### src/hw/rtl/rcfc_pkg.sv
// Shared types, constants and helpers of the redundant core fingerprint comparator.
package rcfc_pkg;

  localparam int TASKS        = 16;
  localparam int CORE_ID_BITS = 4;
  localparam int COUNT_BITS   = 8;
  localparam int TASK_BITS    = 4;
  localparam int FP_WIDTH     = 32;
  localparam int FP_DEPTH     = 64;
  localparam int FP_ADDR_BITS = 6;
  localparam int CFG_IDX_BITS = 3;
  localparam int CFG_WIDTH    = 64;

  localparam logic [1:0] KIND_STATE = 2'd0;
  localparam logic [1:0] KIND_FP    = 2'd1;
  localparam logic [1:0] KIND_CLEAR = 2'd2;
  localparam logic [1:0] KIND_RSVD  = 2'd3;

  localparam logic [2:0] VOTE_NONE     = 3'd0;
  localparam logic [2:0] VOTE_ALL      = 3'd1;
  localparam logic [2:0] VOTE_C0_OUT   = 3'd2;
  localparam logic [2:0] VOTE_C1_OUT   = 3'd3;
  localparam logic [2:0] VOTE_C2_OUT   = 3'd4;
  localparam logic [2:0] VOTE_NO_MATCH = 3'd5;

  localparam logic [CFG_IDX_BITS-1:0] REG_TRIPLE  = 3'd0;
  localparam logic [CFG_IDX_BITS-1:0] REG_MAP0    = 3'd1;
  localparam logic [CFG_IDX_BITS-1:0] REG_MAP1    = 3'd2;
  localparam logic [CFG_IDX_BITS-1:0] REG_MAP2    = 3'd3;
  localparam logic [CFG_IDX_BITS-1:0] REG_TGT_LO  = 3'd4;
  localparam logic [CFG_IDX_BITS-1:0] REG_TGT_HI  = 3'd5;

  typedef struct packed {
    logic [1:0]  kind;
    logic [3:0]  physical_core;
    logic [3:0]  task_number;
    logic        enter_flag;
    logic        half_select;
    logic [15:0] fingerprint_half;
  } rcfc_in_t;

  typedef struct packed {
    logic [31:0] success_bits;
    logic [15:0] failure_bits;
    logic        irq;
    logic        compared;
    logic [3:0]  compared_task;
    logic [2:0]  vote_result;
  } rcfc_out_t;

  // Fingerprint store address of one logical core's entry of a task.
  function automatic logic [FP_ADDR_BITS-1:0] fp_addr(logic [1:0] lc, logic [TASK_BITS-1:0] t);
    fp_addr = {lc, t};
  endfunction

  // Majority vote over three fingerprints.
  function automatic logic [2:0] vote3(logic [FP_WIDTH-1:0] a, logic [FP_WIDTH-1:0] b,
                                       logic [FP_WIDTH-1:0] c);
    logic ab, bc, ca;
    ab = (a == b);
    bc = (b == c);
    ca = (c == a);
    if (ab && bc) vote3 = VOTE_ALL;
    else if (ab)  vote3 = VOTE_C2_OUT;
    else if (bc)  vote3 = VOTE_C0_OUT;
    else if (ca)  vote3 = VOTE_C1_OUT;
    else          vote3 = VOTE_NO_MATCH;
  endfunction

endpackage

### src/hw/rtl/rcfc_ram.sv
// Generic single-port-write, single-port-read RAM with registered read data.
module rcfc_ram #(
  parameter int WIDTH = 32,
  parameter int DEPTH = 64
) (
  input  logic                     clk,
  input  logic                     wr_en,
  input  logic [$clog2(DEPTH)-1:0] wr_addr,
  input  logic [WIDTH-1:0]         wr_data,
  input  logic [$clog2(DEPTH)-1:0] rd_addr,
  output logic [WIDTH-1:0]         rd_data
);

  logic [WIDTH-1:0] mem [DEPTH];

  // Write and registered read.
  always_ff @(posedge clk) begin
    if (wr_en) begin
      mem[wr_addr] <= wr_data;
    end
    rd_data <= mem[rd_addr];
  end

endmodule

### src/hw/rtl/redundant_core_fingerprint_comparator.sv
// Top level of the redundant core fingerprint comparator.
// A clear, a state event, a low half or a high half that finds no task ready passes through
// EXEC alone; a high half that starts a comparison goes on through RD0, RD1, RD2 and CMP,
// because the stored fingerprints of the compared task are read one per cycle from a
// single-read fingerprint RAM (three logical cores by sixteen tasks). The own entry is read
// at acceptance and written back in the following cycle. The RAM is not reset: entries never
// written read as zero through per-entry written bits. A result waits in an output register;
// the next request is taken in the cycle that result is delivered, so output stalls add
// directly to the time per request. Flags, counts and votes are small and kept in flip-flops.
module redundant_core_fingerprint_comparator (
  input  logic                              clk,
  input  logic                              rst_n,
  input  logic                              in_valid,
  output logic                              in_stall,
  input  rcfc_pkg::rcfc_in_t                in_data,
  output logic                              out_valid,
  input  logic                              out_stall,
  output rcfc_pkg::rcfc_out_t               out_data,
  input  logic                              cfg_we,
  input  logic [rcfc_pkg::CFG_IDX_BITS-1:0] cfg_index,
  input  logic [rcfc_pkg::CFG_WIDTH-1:0]    cfg_wdata
);
  import rcfc_pkg::*;

  typedef enum logic [5:0] {
    ST_IDLE = 6'b000001,
    ST_EXEC = 6'b000010,
    ST_RD0  = 6'b000100,
    ST_RD1  = 6'b001000,
    ST_RD2  = 6'b010000,
    ST_CMP  = 6'b100000
  } state_t;

  state_t state_r, state_nxt;

  // Configuration registers.
  logic [TASKS-1:0] triple_r;
  logic [63:0]      map_r [3];
  logic [63:0]      tgt_r [2];

  always_ff @(posedge clk) begin
    if (!rst_n) begin
      triple_r <= '0;
      map_r[0] <= '0;
      map_r[1] <= '0;
      map_r[2] <= '0;
      tgt_r[0] <= '0;
      tgt_r[1] <= '0;
    end else if (cfg_we) begin
      unique case (cfg_index)
        REG_TRIPLE: triple_r <= cfg_wdata[TASKS-1:0];
        REG_MAP0:   map_r[0] <= cfg_wdata;
        REG_MAP1:   map_r[1] <= cfg_wdata;
        REG_MAP2:   map_r[2] <= cfg_wdata;
        REG_TGT_LO: tgt_r[0] <= cfg_wdata;
        REG_TGT_HI: tgt_r[1] <= cfg_wdata;
        default: ;
      endcase
    end
  end

  // Block state.
  logic [TASKS-1:0]      rdy_r [3];
  logic [TASKS-1:0]      cout_r [3];
  logic [TASKS-1:0]      cin_r [3];
  logic [FP_DEPTH-1:0]   written_r;
  logic [COUNT_BITS-1:0] cnt_r [TASKS];
  logic [2:0]            vote_r [TASKS];
  logic [31:0]           succ_r;
  logic [15:0]           fail_r;
  logic                  irq_r;

  rcfc_in_t  req_r;
  logic [1:0] lc_r;
  logic       hit_r;
  logic [TASK_BITS-1:0] ct_r;
  logic [FP_WIDTH-1:0]  fp_r [2];
  rcfc_out_t            res_r;

  // RAM ports.
  logic                    ram_we;
  logic [FP_ADDR_BITS-1:0] ram_wa, ram_ra;
  logic [FP_WIDTH-1:0]     ram_wd, ram_rd;

  rcfc_ram #(.WIDTH(FP_WIDTH), .DEPTH(FP_DEPTH)) u_fp_ram (
    .clk    (clk),
    .wr_en  (ram_we),
    .wr_addr(ram_wa),
    .wr_data(ram_wd),
    .rd_addr(ram_ra),
    .rd_data(ram_rd)
  );

  // Physical to logical core lookup at accept time.
  logic [1:0] lc_in;
  logic       hit_in;
  always_comb begin
    logic [3:0] e0, e1, e2;
    e0 = map_r[0][4*in_data.task_number +: 4];
    e1 = map_r[1][4*in_data.task_number +: 4];
    e2 = map_r[2][4*in_data.task_number +: 4];
    hit_in = 1'b1;
    if (e0[CORE_ID_BITS-1:0] == in_data.physical_core[CORE_ID_BITS-1:0])      lc_in = 2'd0;
    else if (e1[CORE_ID_BITS-1:0] == in_data.physical_core[CORE_ID_BITS-1:0]) lc_in = 2'd1;
    else if (e2[CORE_ID_BITS-1:0] == in_data.physical_core[CORE_ID_BITS-1:0]) lc_in = 2'd2;
    else begin
      lc_in  = 2'd0;
      hit_in = 1'b0;
    end
  end

  // Lowest task with all fingerprints ready, with the new ready bit included.
  logic [TASKS-1:0] rdy_new [3];
  logic             found;
  logic [TASK_BITS-1:0] found_t;
  always_comb begin
    for (int l = 0; l < 3; l++) begin
      rdy_new[l] = rdy_r[l];
      if (lc_r == 2'(l)) rdy_new[l][req_r.task_number] = 1'b1;
    end
    found   = 1'b0;
    found_t = '0;
    for (int t = TASKS - 1; t >= 0; t--) begin
      if (rdy_new[0][t] && rdy_new[1][t] && (!triple_r[t] || rdy_new[2][t])) begin
        found   = 1'b1;
        found_t = TASK_BITS'(t);
      end
    end
  end

  logic accept_in, accept_out;
  assign in_stall   = (state_r != ST_IDLE) || (out_valid && out_stall);
  assign accept_in  = in_valid && !in_stall;
  assign accept_out = out_valid && !out_stall;

  logic [FP_ADDR_BITS-1:0] own_a;
  assign own_a = fp_addr(lc_r, req_r.task_number);

  // Read data with never-written entries shown as zero.
  logic [FP_ADDR_BITS-1:0] rd_a_r;
  logic [FP_WIDTH-1:0] rv;
  assign rv = written_r[rd_a_r] ? ram_rd : '0;

  // Stored value of the own entry merged with the high half.
  logic [FP_WIDTH-1:0] merged;
  assign merged = rv | {req_r.fingerprint_half, 16'd0};

  // RAM access: the own entry is read at accept and written back in EXEC, then the
  // compare reads the three entries of the selected task.
  always_comb begin
    ram_we = 1'b0;
    ram_wa = own_a;
    ram_wd = req_r.half_select ? merged : {16'd0, req_r.fingerprint_half};
    ram_ra = own_a;
    unique case (state_r)
      ST_IDLE: ram_ra = fp_addr(lc_in, in_data.task_number);
      ST_EXEC: begin
        ram_we = hit_r && req_r.kind == KIND_FP;
      end
      ST_RD0: ram_ra = fp_addr(2'd0, ct_r);
      ST_RD1: ram_ra = fp_addr(2'd1, ct_r);
      ST_RD2: ram_ra = fp_addr(2'd2, ct_r);
      default: ;
    endcase
  end

  logic [COUNT_BITS-1:0] tgt;
  assign tgt = tgt_r[req_r.task_number[3]][8*req_r.task_number[2:0] +: COUNT_BITS];

  // Check-in and completion decision of a state event.
  logic        ci_ok, all_in, complete;
  logic [31:0] succ_set;
  always_comb begin
    logic [TASK_BITS-1:0] t;
    t = req_r.task_number;
    ci_ok = hit_r && req_r.kind == KIND_STATE && !req_r.enter_flag && cout_r[lc_r][t];
    all_in = (cin_r[0][t] || lc_r == 2'd0) && (cin_r[1][t] || lc_r == 2'd1) &&
             (!triple_r[t] || cin_r[2][t] || lc_r == 2'd2);
    complete = ci_ok && all_in && (cnt_r[t] == tgt);
    succ_set = succ_r;
    if (!triple_r[t] || vote_r[t] == VOTE_ALL || vote_r[t] == VOTE_C1_OUT ||
        vote_r[t] == VOTE_C2_OUT) begin
      succ_set[2*t] = 1'b1;
    end else if (vote_r[t] == VOTE_C0_OUT) begin
      succ_set[2*t+1] = 1'b1;
    end
  end

  always_comb begin
    state_nxt = state_r;
    unique case (state_r)
      ST_IDLE: if (accept_in) state_nxt = ST_EXEC;
      ST_EXEC: state_nxt = (hit_r && req_r.kind == KIND_FP && req_r.half_select && found)
                           ? ST_RD0 : ST_IDLE;
      ST_RD0:  state_nxt = ST_RD1;
      ST_RD1:  state_nxt = ST_RD2;
      ST_RD2:  state_nxt = ST_CMP;
      ST_CMP:  state_nxt = ST_IDLE;
      default: state_nxt = ST_IDLE;
    endcase
  end

  always_ff @(posedge clk) begin
    rd_a_r <= ram_ra;
    if (accept_in) begin
      req_r <= in_data;
      lc_r  <= lc_in;
      hit_r <= hit_in && (in_data.kind == KIND_STATE || in_data.kind == KIND_FP);
    end
    if (state_r == ST_EXEC) ct_r <= found_t;
    // Stored values arrive in the cycle after each read.
    if (state_r == ST_RD1) fp_r[0] <= rv;
    if (state_r == ST_RD2) fp_r[1] <= rv;
  end

  logic [FP_WIDTH-1:0] f0, f1, f2;
  assign f0 = fp_r[0];
  assign f1 = fp_r[1];
  assign f2 = rv;

  // Main state update.
  always_ff @(posedge clk) begin
    if (!rst_n) begin
      state_r   <= ST_IDLE;
      out_valid <= 1'b0;
      written_r <= '0;
      succ_r    <= '0;
      fail_r    <= '0;
      irq_r     <= 1'b0;
      for (int l = 0; l < 3; l++) begin
        rdy_r[l]  <= '0;
        cout_r[l] <= '0;
        cin_r[l]  <= '0;
      end
      for (int t = 0; t < TASKS; t++) begin
        cnt_r[t]  <= '0;
        vote_r[t] <= VOTE_NONE;
      end
    end else begin
      state_r <= state_nxt;
      if (accept_out) out_valid <= 1'b0;
      if (ram_we) written_r[ram_wa] <= 1'b1;
      if (state_r == ST_EXEC) begin
        res_r.compared      <= 1'b0;
        res_r.compared_task <= '0;
        res_r.vote_result   <= VOTE_NONE;
        if (req_r.kind == KIND_CLEAR) begin
          succ_r <= '0;
          fail_r <= '0;
          irq_r  <= 1'b0;
          res_r.success_bits <= '0;
          res_r.failure_bits <= '0;
          res_r.irq          <= 1'b0;
          out_valid <= 1'b1;
        end else begin
          res_r.success_bits <= complete ? succ_set : succ_r;
          res_r.failure_bits <= fail_r;
          res_r.irq          <= complete || irq_r;
          if (!(hit_r && req_r.kind == KIND_FP && req_r.half_select && found)) begin
            out_valid <= 1'b1;
          end
          if (hit_r && req_r.kind == KIND_STATE && req_r.enter_flag) begin
            cout_r[lc_r][req_r.task_number] <= 1'b1;
          end
          if (complete) begin
            for (int l = 0; l < 3; l++) begin
              cin_r[l][req_r.task_number]  <= 1'b0;
              cout_r[l][req_r.task_number] <= 1'b0;
            end
            succ_r <= succ_set;
            cnt_r[req_r.task_number] <= '0;
            irq_r <= 1'b1;
          end else if (ci_ok) begin
            cin_r[lc_r][req_r.task_number] <= 1'b1;
          end
          if (hit_r && req_r.kind == KIND_FP && req_r.half_select) begin
            for (int l = 0; l < 3; l++) rdy_r[l] <= rdy_new[l];
          end
        end
      end
      if (state_r == ST_CMP) begin
        logic [TASK_BITS-1:0] t;
        logic [COUNT_BITS-1:0] c;
        t = ct_r;
        c = (cnt_r[t] == {COUNT_BITS{1'b1}}) ? cnt_r[t] : cnt_r[t] + 1'b1;
        res_r.compared      <= 1'b1;
        res_r.compared_task <= t;
        out_valid <= 1'b1;
        if (triple_r[t]) begin
          logic [2:0] v;
          v = vote3(f0, f1, f2);
          for (int l = 0; l < 3; l++) rdy_r[l][t] <= 1'b0;
          vote_r[t] <= v;
          cnt_r[t]  <= c;
          res_r.vote_result <= v;
        end else begin
          rdy_r[0][t] <= 1'b0;
          rdy_r[1][t] <= 1'b0;
          res_r.vote_result <= VOTE_NONE;
          if (f0 == f1) begin
            cnt_r[t] <= c;
          end else begin
            fail_r[t] <= 1'b1;
            irq_r     <= 1'b1;
            cnt_r[t]  <= '0;
            for (int l = 0; l < 2; l++) begin
              cin_r[l][t]  <= 1'b0;
              cout_r[l][t] <= 1'b0;
            end
            res_r.failure_bits <= fail_r | (16'd1 << t);
            res_r.irq          <= 1'b1;
          end
        end
      end
    end
  end

  assign out_data = res_r;

  // A result is never pending while a request is in progress.
  a_busy_no_out: assert property (@(posedge clk) disable iff (!rst_n)
    (state_r != ST_IDLE) |-> !out_valid) else $error("result pending during work");
  // A comparison always follows its three reads.
  a_cmp_seq: assert property (@(posedge clk) disable iff (!rst_n)
    (state_r == ST_CMP) |-> $past(state_r == ST_RD2)) else $error("compare out of order");
  // A compared result reports the selected task.
  a_cmp_out: assert property (@(posedge clk) disable iff (!rst_n)
    (state_r == ST_CMP) |=> (out_valid && out_data.compared && out_data.compared_task == $past(ct_r)))
    else $error("compare result lost");

endmodule
### config.mk
export PLATFORM = sky130hd
export DESIGN_NAME = redundant_core_fingerprint_comparator
export DESIGN_NICKNAME = d
export VERILOG_FILES = /design/src/hw/rtl/rcfc_pkg.sv /design/src/hw/rtl/rcfc_ram.sv /design/src/hw/rtl/redundant_core_fingerprint_comparator.sv
export SDC_FILE = /design/constraint.sdc
export NUM_CORES = 2
export LEC_CHECK = 0
export ABC_AREA = 1
export BUFFER_PORTS_ARGS = -buffer_cell sky130_fd_sc_hd__buf_2
export CORE_ASPECT_RATIO = 0.8
export CORE_MARGIN = 2
export CORE_UTILIZATION = 25
export DETAILED_ROUTE_END_ITERATION = 10
export SLEW_MARGIN = 10
export SYNTH_ARGS = -nofsm -noshare
export SYNTH_HDL_FRONTEND = slang
export SYNTH_SLANG_ARGS = --single-unit
### constraint.sdc
create_clock -name clk -period 9.55 [get_ports clk]
set_clock_uncertainty 0.1 [all_clocks]
set_input_delay 0.955 -clock clk [delete_from_list [all_inputs] [get_ports clk]]
set_output_delay 0.955 -clock clk [all_outputs]
set_load 0.1 [all_outputs]
======== Word-level counts from Yosys, hierarchy flattened ========
Memories as Yosys holds them, arrays and structs flattened. A register that Yosys moved wholly into a read port is not among the register bits.
Cells that the tools add are included.
Widths: inputs -> output; s select.
word-level totals
  bits in registers ....................... 230
  latch bits .............................. 0
  bits in writable memories ............... 2752
  memory bits (read-only) ................. 0
  input port bits ......................... 100
  output and inout bits ................... 59
  logic and storage cells ................. 904
  memories kept ........................... 9
cells by class
  add/subtract/negate cells ............... 2
  multipliers ............................. 0
  div/mod/pow operators ................... 0
  $lt $le $gt $ge ......................... 11
  equality and inequality tests ........... 30
  shifts and indexed selects .............. 5
  mux-type cells .......................... 447
  bitwise gates (word level) .............. 259
  reductions and logical operators ........ 116
memory list
  name          words  bits a word  rd ports  clocked after memory_dff  wr ports  line                                         source
  u_fp_ram.mem  64     32           1         1                         1         rcfc_ram.sv:14                               logic [WIDTH-1:0] mem [DEPTH];
  map_r         3      64           3         0                         3         redundant_core_fingerprint_comparator.sv:38  logic [63:0] map_r [3];
  cnt_r         16     8            2         1                         16        redundant_core_fingerprint_comparator.sv:67  logic [COUNT_BITS-1:0] cnt_r [TASKS];
  tgt_r         2      64           1         1                         2         redundant_core_fingerprint_comparator.sv:39  logic [63:0] tgt_r [2];
  fp_r          2      32           2         0                         1         redundant_core_fingerprint_comparator.sv:77  logic [FP_WIDTH-1:0] fp_r [2];
  cin_r         3      16           3         0                         3         redundant_core_fingerprint_comparator.sv:65  logic [TASKS-1:0] cin_r [3];
  +3 memories   --     --           --        --                        --        --
operators by type and width
  cell               number
  $mux 1             353
  $mux 16            22
  $mux 64            5
  $or 1x1->1         250
  $mux 32            7
  $shiftx 64x7->4    3
  $eq 32x32->1       3
  $or 16x16->16      5
  $or 32x32->32      2
  $or 64x64->64      1
  $shiftx 64x7->8    1
  $logic_and 1x1->1  53
  $mux 4             13
  $mux 17            3
  $mux 25            2
  $mux 3             14
  $mux 8             5
  $or 32x31->32      1
  $reduce_or 16->1   2
  $reduce_or 32->1   1
  $pmux 6 s5         1
  $logic_or 1x1->1   26
  $bmux 1 s4         6
  $pmux 6 s4         1
  41 further kinds   90

======== Logic depth before layout (Yosys ltp) ========
  depth after elaboration ................. 29
  depth in mapped cells ................... 27

======== Modules after synthesis ========
Synthesis repeated with hierarchy kept, for this count alone.
second synthesis, totals
  cell total of the unflattened synthesis .. 11807
  area, all modules ....................... 127074.4 sq um
modules (own cells, without submodules)
  module                                 instances  cells each  area each (sq um)  seq. area each (sq um)
  rcfc_ram                               1          6785        82785.6            62139.6
  redundant_core_fingerprint_comparator  1          5022        44288.7            25784.7

======== Least setup slack after synthesis ========
Ideal clock, no wire load.
  path kind ............................... input-to-reg
  start ................................... input cfg_index[2] in the netlist's numbering
  end ..................................... memory map_r[0][0] (enable)
  setup time .............................. 0.574 ns
  data arrival time ....................... 5.620 ns
  data required time ...................... 8.876 ns
  setup slack ............................. 3.255 ns
  cell stages on the path ................. 3
  path buffers ............................ 0
  path through ............................ inv_1 -> nand2_1 -> o21ai_0
RTL lines
  what                line                                         source
  start: declaration  redundant_core_fingerprint_comparator.sv:20  input logic [rcfc_pkg::CFG_IDX_BITS-1:0] cfg_index,
  end: declaration    redundant_core_fingerprint_comparator.sv:38

==> reports/results.tsv <==
metric	value	unit
outcome	finished, final reports clean	
synth_edf_count	2712	
routedWlPerCell	22.6	um
critical_path_buf_inv_count	1	
place_area	136000	sq um
coreArea	507000	sq um
cellPowerDensity	320	nW/um^2
crit_path_end_kind	register	
synthDistinctLibCells	54	
cts_buffer_depth	4	
htreeDepth	5	
stdcell_area	146000	sq um
row_count	234	
worst_slew_pin_slew	1.37	ns
first_pass_iters	6	
syn_to_final_growth	15.0	%
root_buffer	clkbuf_16	
critPathKind	register to register	
drt_wl_total	413	mm
dpl_worst_slack	3.04	ns
grt_max_degree	198	
cp_cell_sequence	nand2_1 > buf_4 > nor2_1 > o21ai_0 > o2111ai_1 > mux2i_1 > nor2_1 > nor2_1 > nand3_1 > nor2_4 > nand2_2 > o21ai_4 > nand3_1 > nand2_1	
dpl.hpwl	234	mm
path_delay_family	simple AND/OR/NAND/NOR gates	
fin_setup_tns	0	ns
ys.flop_type	edfxtp_1	
setup.worst_path.start_class	register	
gp_congestion	0.921	
finalHoldViolCount	0	
nets	11400	
die_h	642	um
cap_violations	0	
syn_inst	11300	
io-pin-count	159	
drc	0	
vias	91200	
hold_buffers	0	
finalWorstSetupSlack	3.38	ns
rsz0062_at_grt	no	
setup_viol	0	
floorplan.initialDensity	25.1	%
yosysWarnings	0	
cts.repair.resized	0	
clk_latency	0.94	ns
synth_area_leaders	edfxtp_1 (64%), o21ai_0 (5.7%), dfxtp_1 (5.1%), nor2_1 (4.8%), nand2_1 (4.3%)	
ys_seq_elements	3036	
portBuffers	158	
critPathSlowestCell	o21ai_4	
synth_nets	11400	
required	10.01	ns
postCtsSetupBuffers	0	
slew_headroom	8.88	%
grt_usage	15.2	%
cts.clk_slew.worst_paths	0.06	ns
timing.fmax	162	MHz
path_max_fanout	17	
via_per_inst	5.00	
ir_worst_vdd	0.333	mV
finalMaxSlewViolations	0	
final_layout_size_suffix_gt1_share	13.2	%
drtAntennaViolNets	0	
critPathMaxStageDelay	0.83	ns
chipWidth	801	um
grt_pass1_vias	83500	
dieArea	514000	sq um
hold_class	input port to register	
cts_made_buffers	298	
overflow	0	
crit_path_frequent_cell	nor2_1	
grt_antenna_before_repair	37	
period_share	64.6	%
period_minus_slack	6.17	ns
grt_pass1_wl	588	mm
cp_data_arrival_time	6.63	ns
p_leak	48.8	nW
syn_area_per_cell	11.2	sq um
synth_top_area_share	64.1	%
syn_area	127000	sq um
clock-sinks	3036	
ys_seq_area_share	69.2	%
cts_tree	built	
async_flop_share	0	%
synth.largest_area_cell	edfxtp_1	
drt-initial-drc-count	12900	
[report_power, final]
group / switching [mW] / internal, mW / total (mW)
registers: 0.314 / 16.1 / 16.4
logic: 13.9 / 4.39 / 18.3
clock network: 5.24 / 6.86 / 12.1
total: 19.5 / 27.3 / 46.8
[stage by stage]
| step | utilization (%) | power, mW | hold slack (ns) | cells |
|---|---|---|---|---|
| after floorplan | - | 27.3 | 0.320 | 11300 |
| after CTS | 28.8 | 46.6 | 0.0898 | 18200 |
| after global placement | 26.9 | 34.5 | 0.337 | 17700 |
| after global routing | 28.8 | 48.8 | 0.0994 | 18200 |
| final | 28.8 | 46.8 | 0.124 | 18200 |
| after detailed placement | 26.9 | 34.6 | 0.340 | 17700 |
[Yosys cell counts (96+ instances only)]
cell,number
dfxtp_1,324
a21oi_1,209
nand4_1,96
o211ai_1,526
nand3_1,711
buf_2,123
nand2_1,1445
o21ai_0,1438
o22ai_1,181
inv_1,469
edfxtp_1,2712
clkbuf_1,514
nor2_1,1632
or2_2,530
[logic make-up (layout without fill, tap and decap cells)]
kind of cell | Yosys count | after routing | synth area share (%)
mux | 6 | 6 | 0.0473
compound gates | 2483 | 2483 | 11.2
fa+ha+maj | 2 | 2 | 0.0197
xor+xnor | 17 | 17 | 0.117
buf+inv | 1209 | 1410 | 3.72
flops | 3036 | 3036 | 69.2
other cells | 0 | 19 | 0
simple gates | 4539 | 4539 | 15.6
[placed cells by master (no fill, tap or decap), types with 209 or more instances in the layout]
master     Yosys  layout
a21oi_1      209     209
clkbuf_16      0     303
dfxtp_1      324     322
edfxtp_1    2712    2712
inv_1        469     462
nand2_1     1445    1441
nand3_1      711     709
nor2_1      1632    1583
o211ai_1     526     526
o21ai_0     1438    1419
or2_2        530     530
[worst register-to-register path, delay by kind of cell, from the launching register on]
kind                   cells  cell delay, ns
AOI/OAI and AO/OA          3            1.21
and+or+nand+nor            9            3.05
muxes                      1            0.52
DFF                        1            0.50
buffers and inverters      1            0.43
[per-layer routing]
layer	part of all wire (%)	GRT usage (%)	vias to the layer above	wire, um
met4	3.3	4.67	10	13600
met3	12	4.10	699	48400
met5	0.016	0	-	68
met2	42	22.4	4759	175000
met1	43	21.8	45500	176000
li1	-	-	40200	-
[registers in the layout, indices dropped and copies added (netlist names), 6 cells and up, named ones only]
name,flops
req_r,20
out_data,57
cout_r,64
state_r,6
written_r,64
u_fp_ram.mem,2048
rdy_r,48
u_fp_ram.rd_data,32
fp_r,64
fail_r,16
map_r,192
cnt_r,128
succ_r,32
triple_r,16
vote_r,48
rd_a_r,6
cin_r,48
tgt_r,128
[path summary, 6_finish.rpt]
kind,end,from,slack [ns],cells past startpoint
worst min-delay path,req_r[0],in_data[0],0.12,1
worst max-delay path,cnt_r[12][0],own_a[0],3.38,14
worst max register to register,cnt_r[12][0],own_a[0],3.38,14
worst min register to register,cout_r[3][7],cout_r[3][7],0.36,1
[cell type report]
type / count / area, sq um
clock buffer: 381 / 8040
fill: 51500 / 361000
tap: 6726 / 8420
timing repair buffer: 383 / 2740
antenna: 19 / 47.5
clock inverter: 152 / 1760
inverter: 494 / 1890
sequential: 3036 / 87900
multi-input combinational: 7047 / 35200
Note: power is estimated with default switching activity, not from simulation.
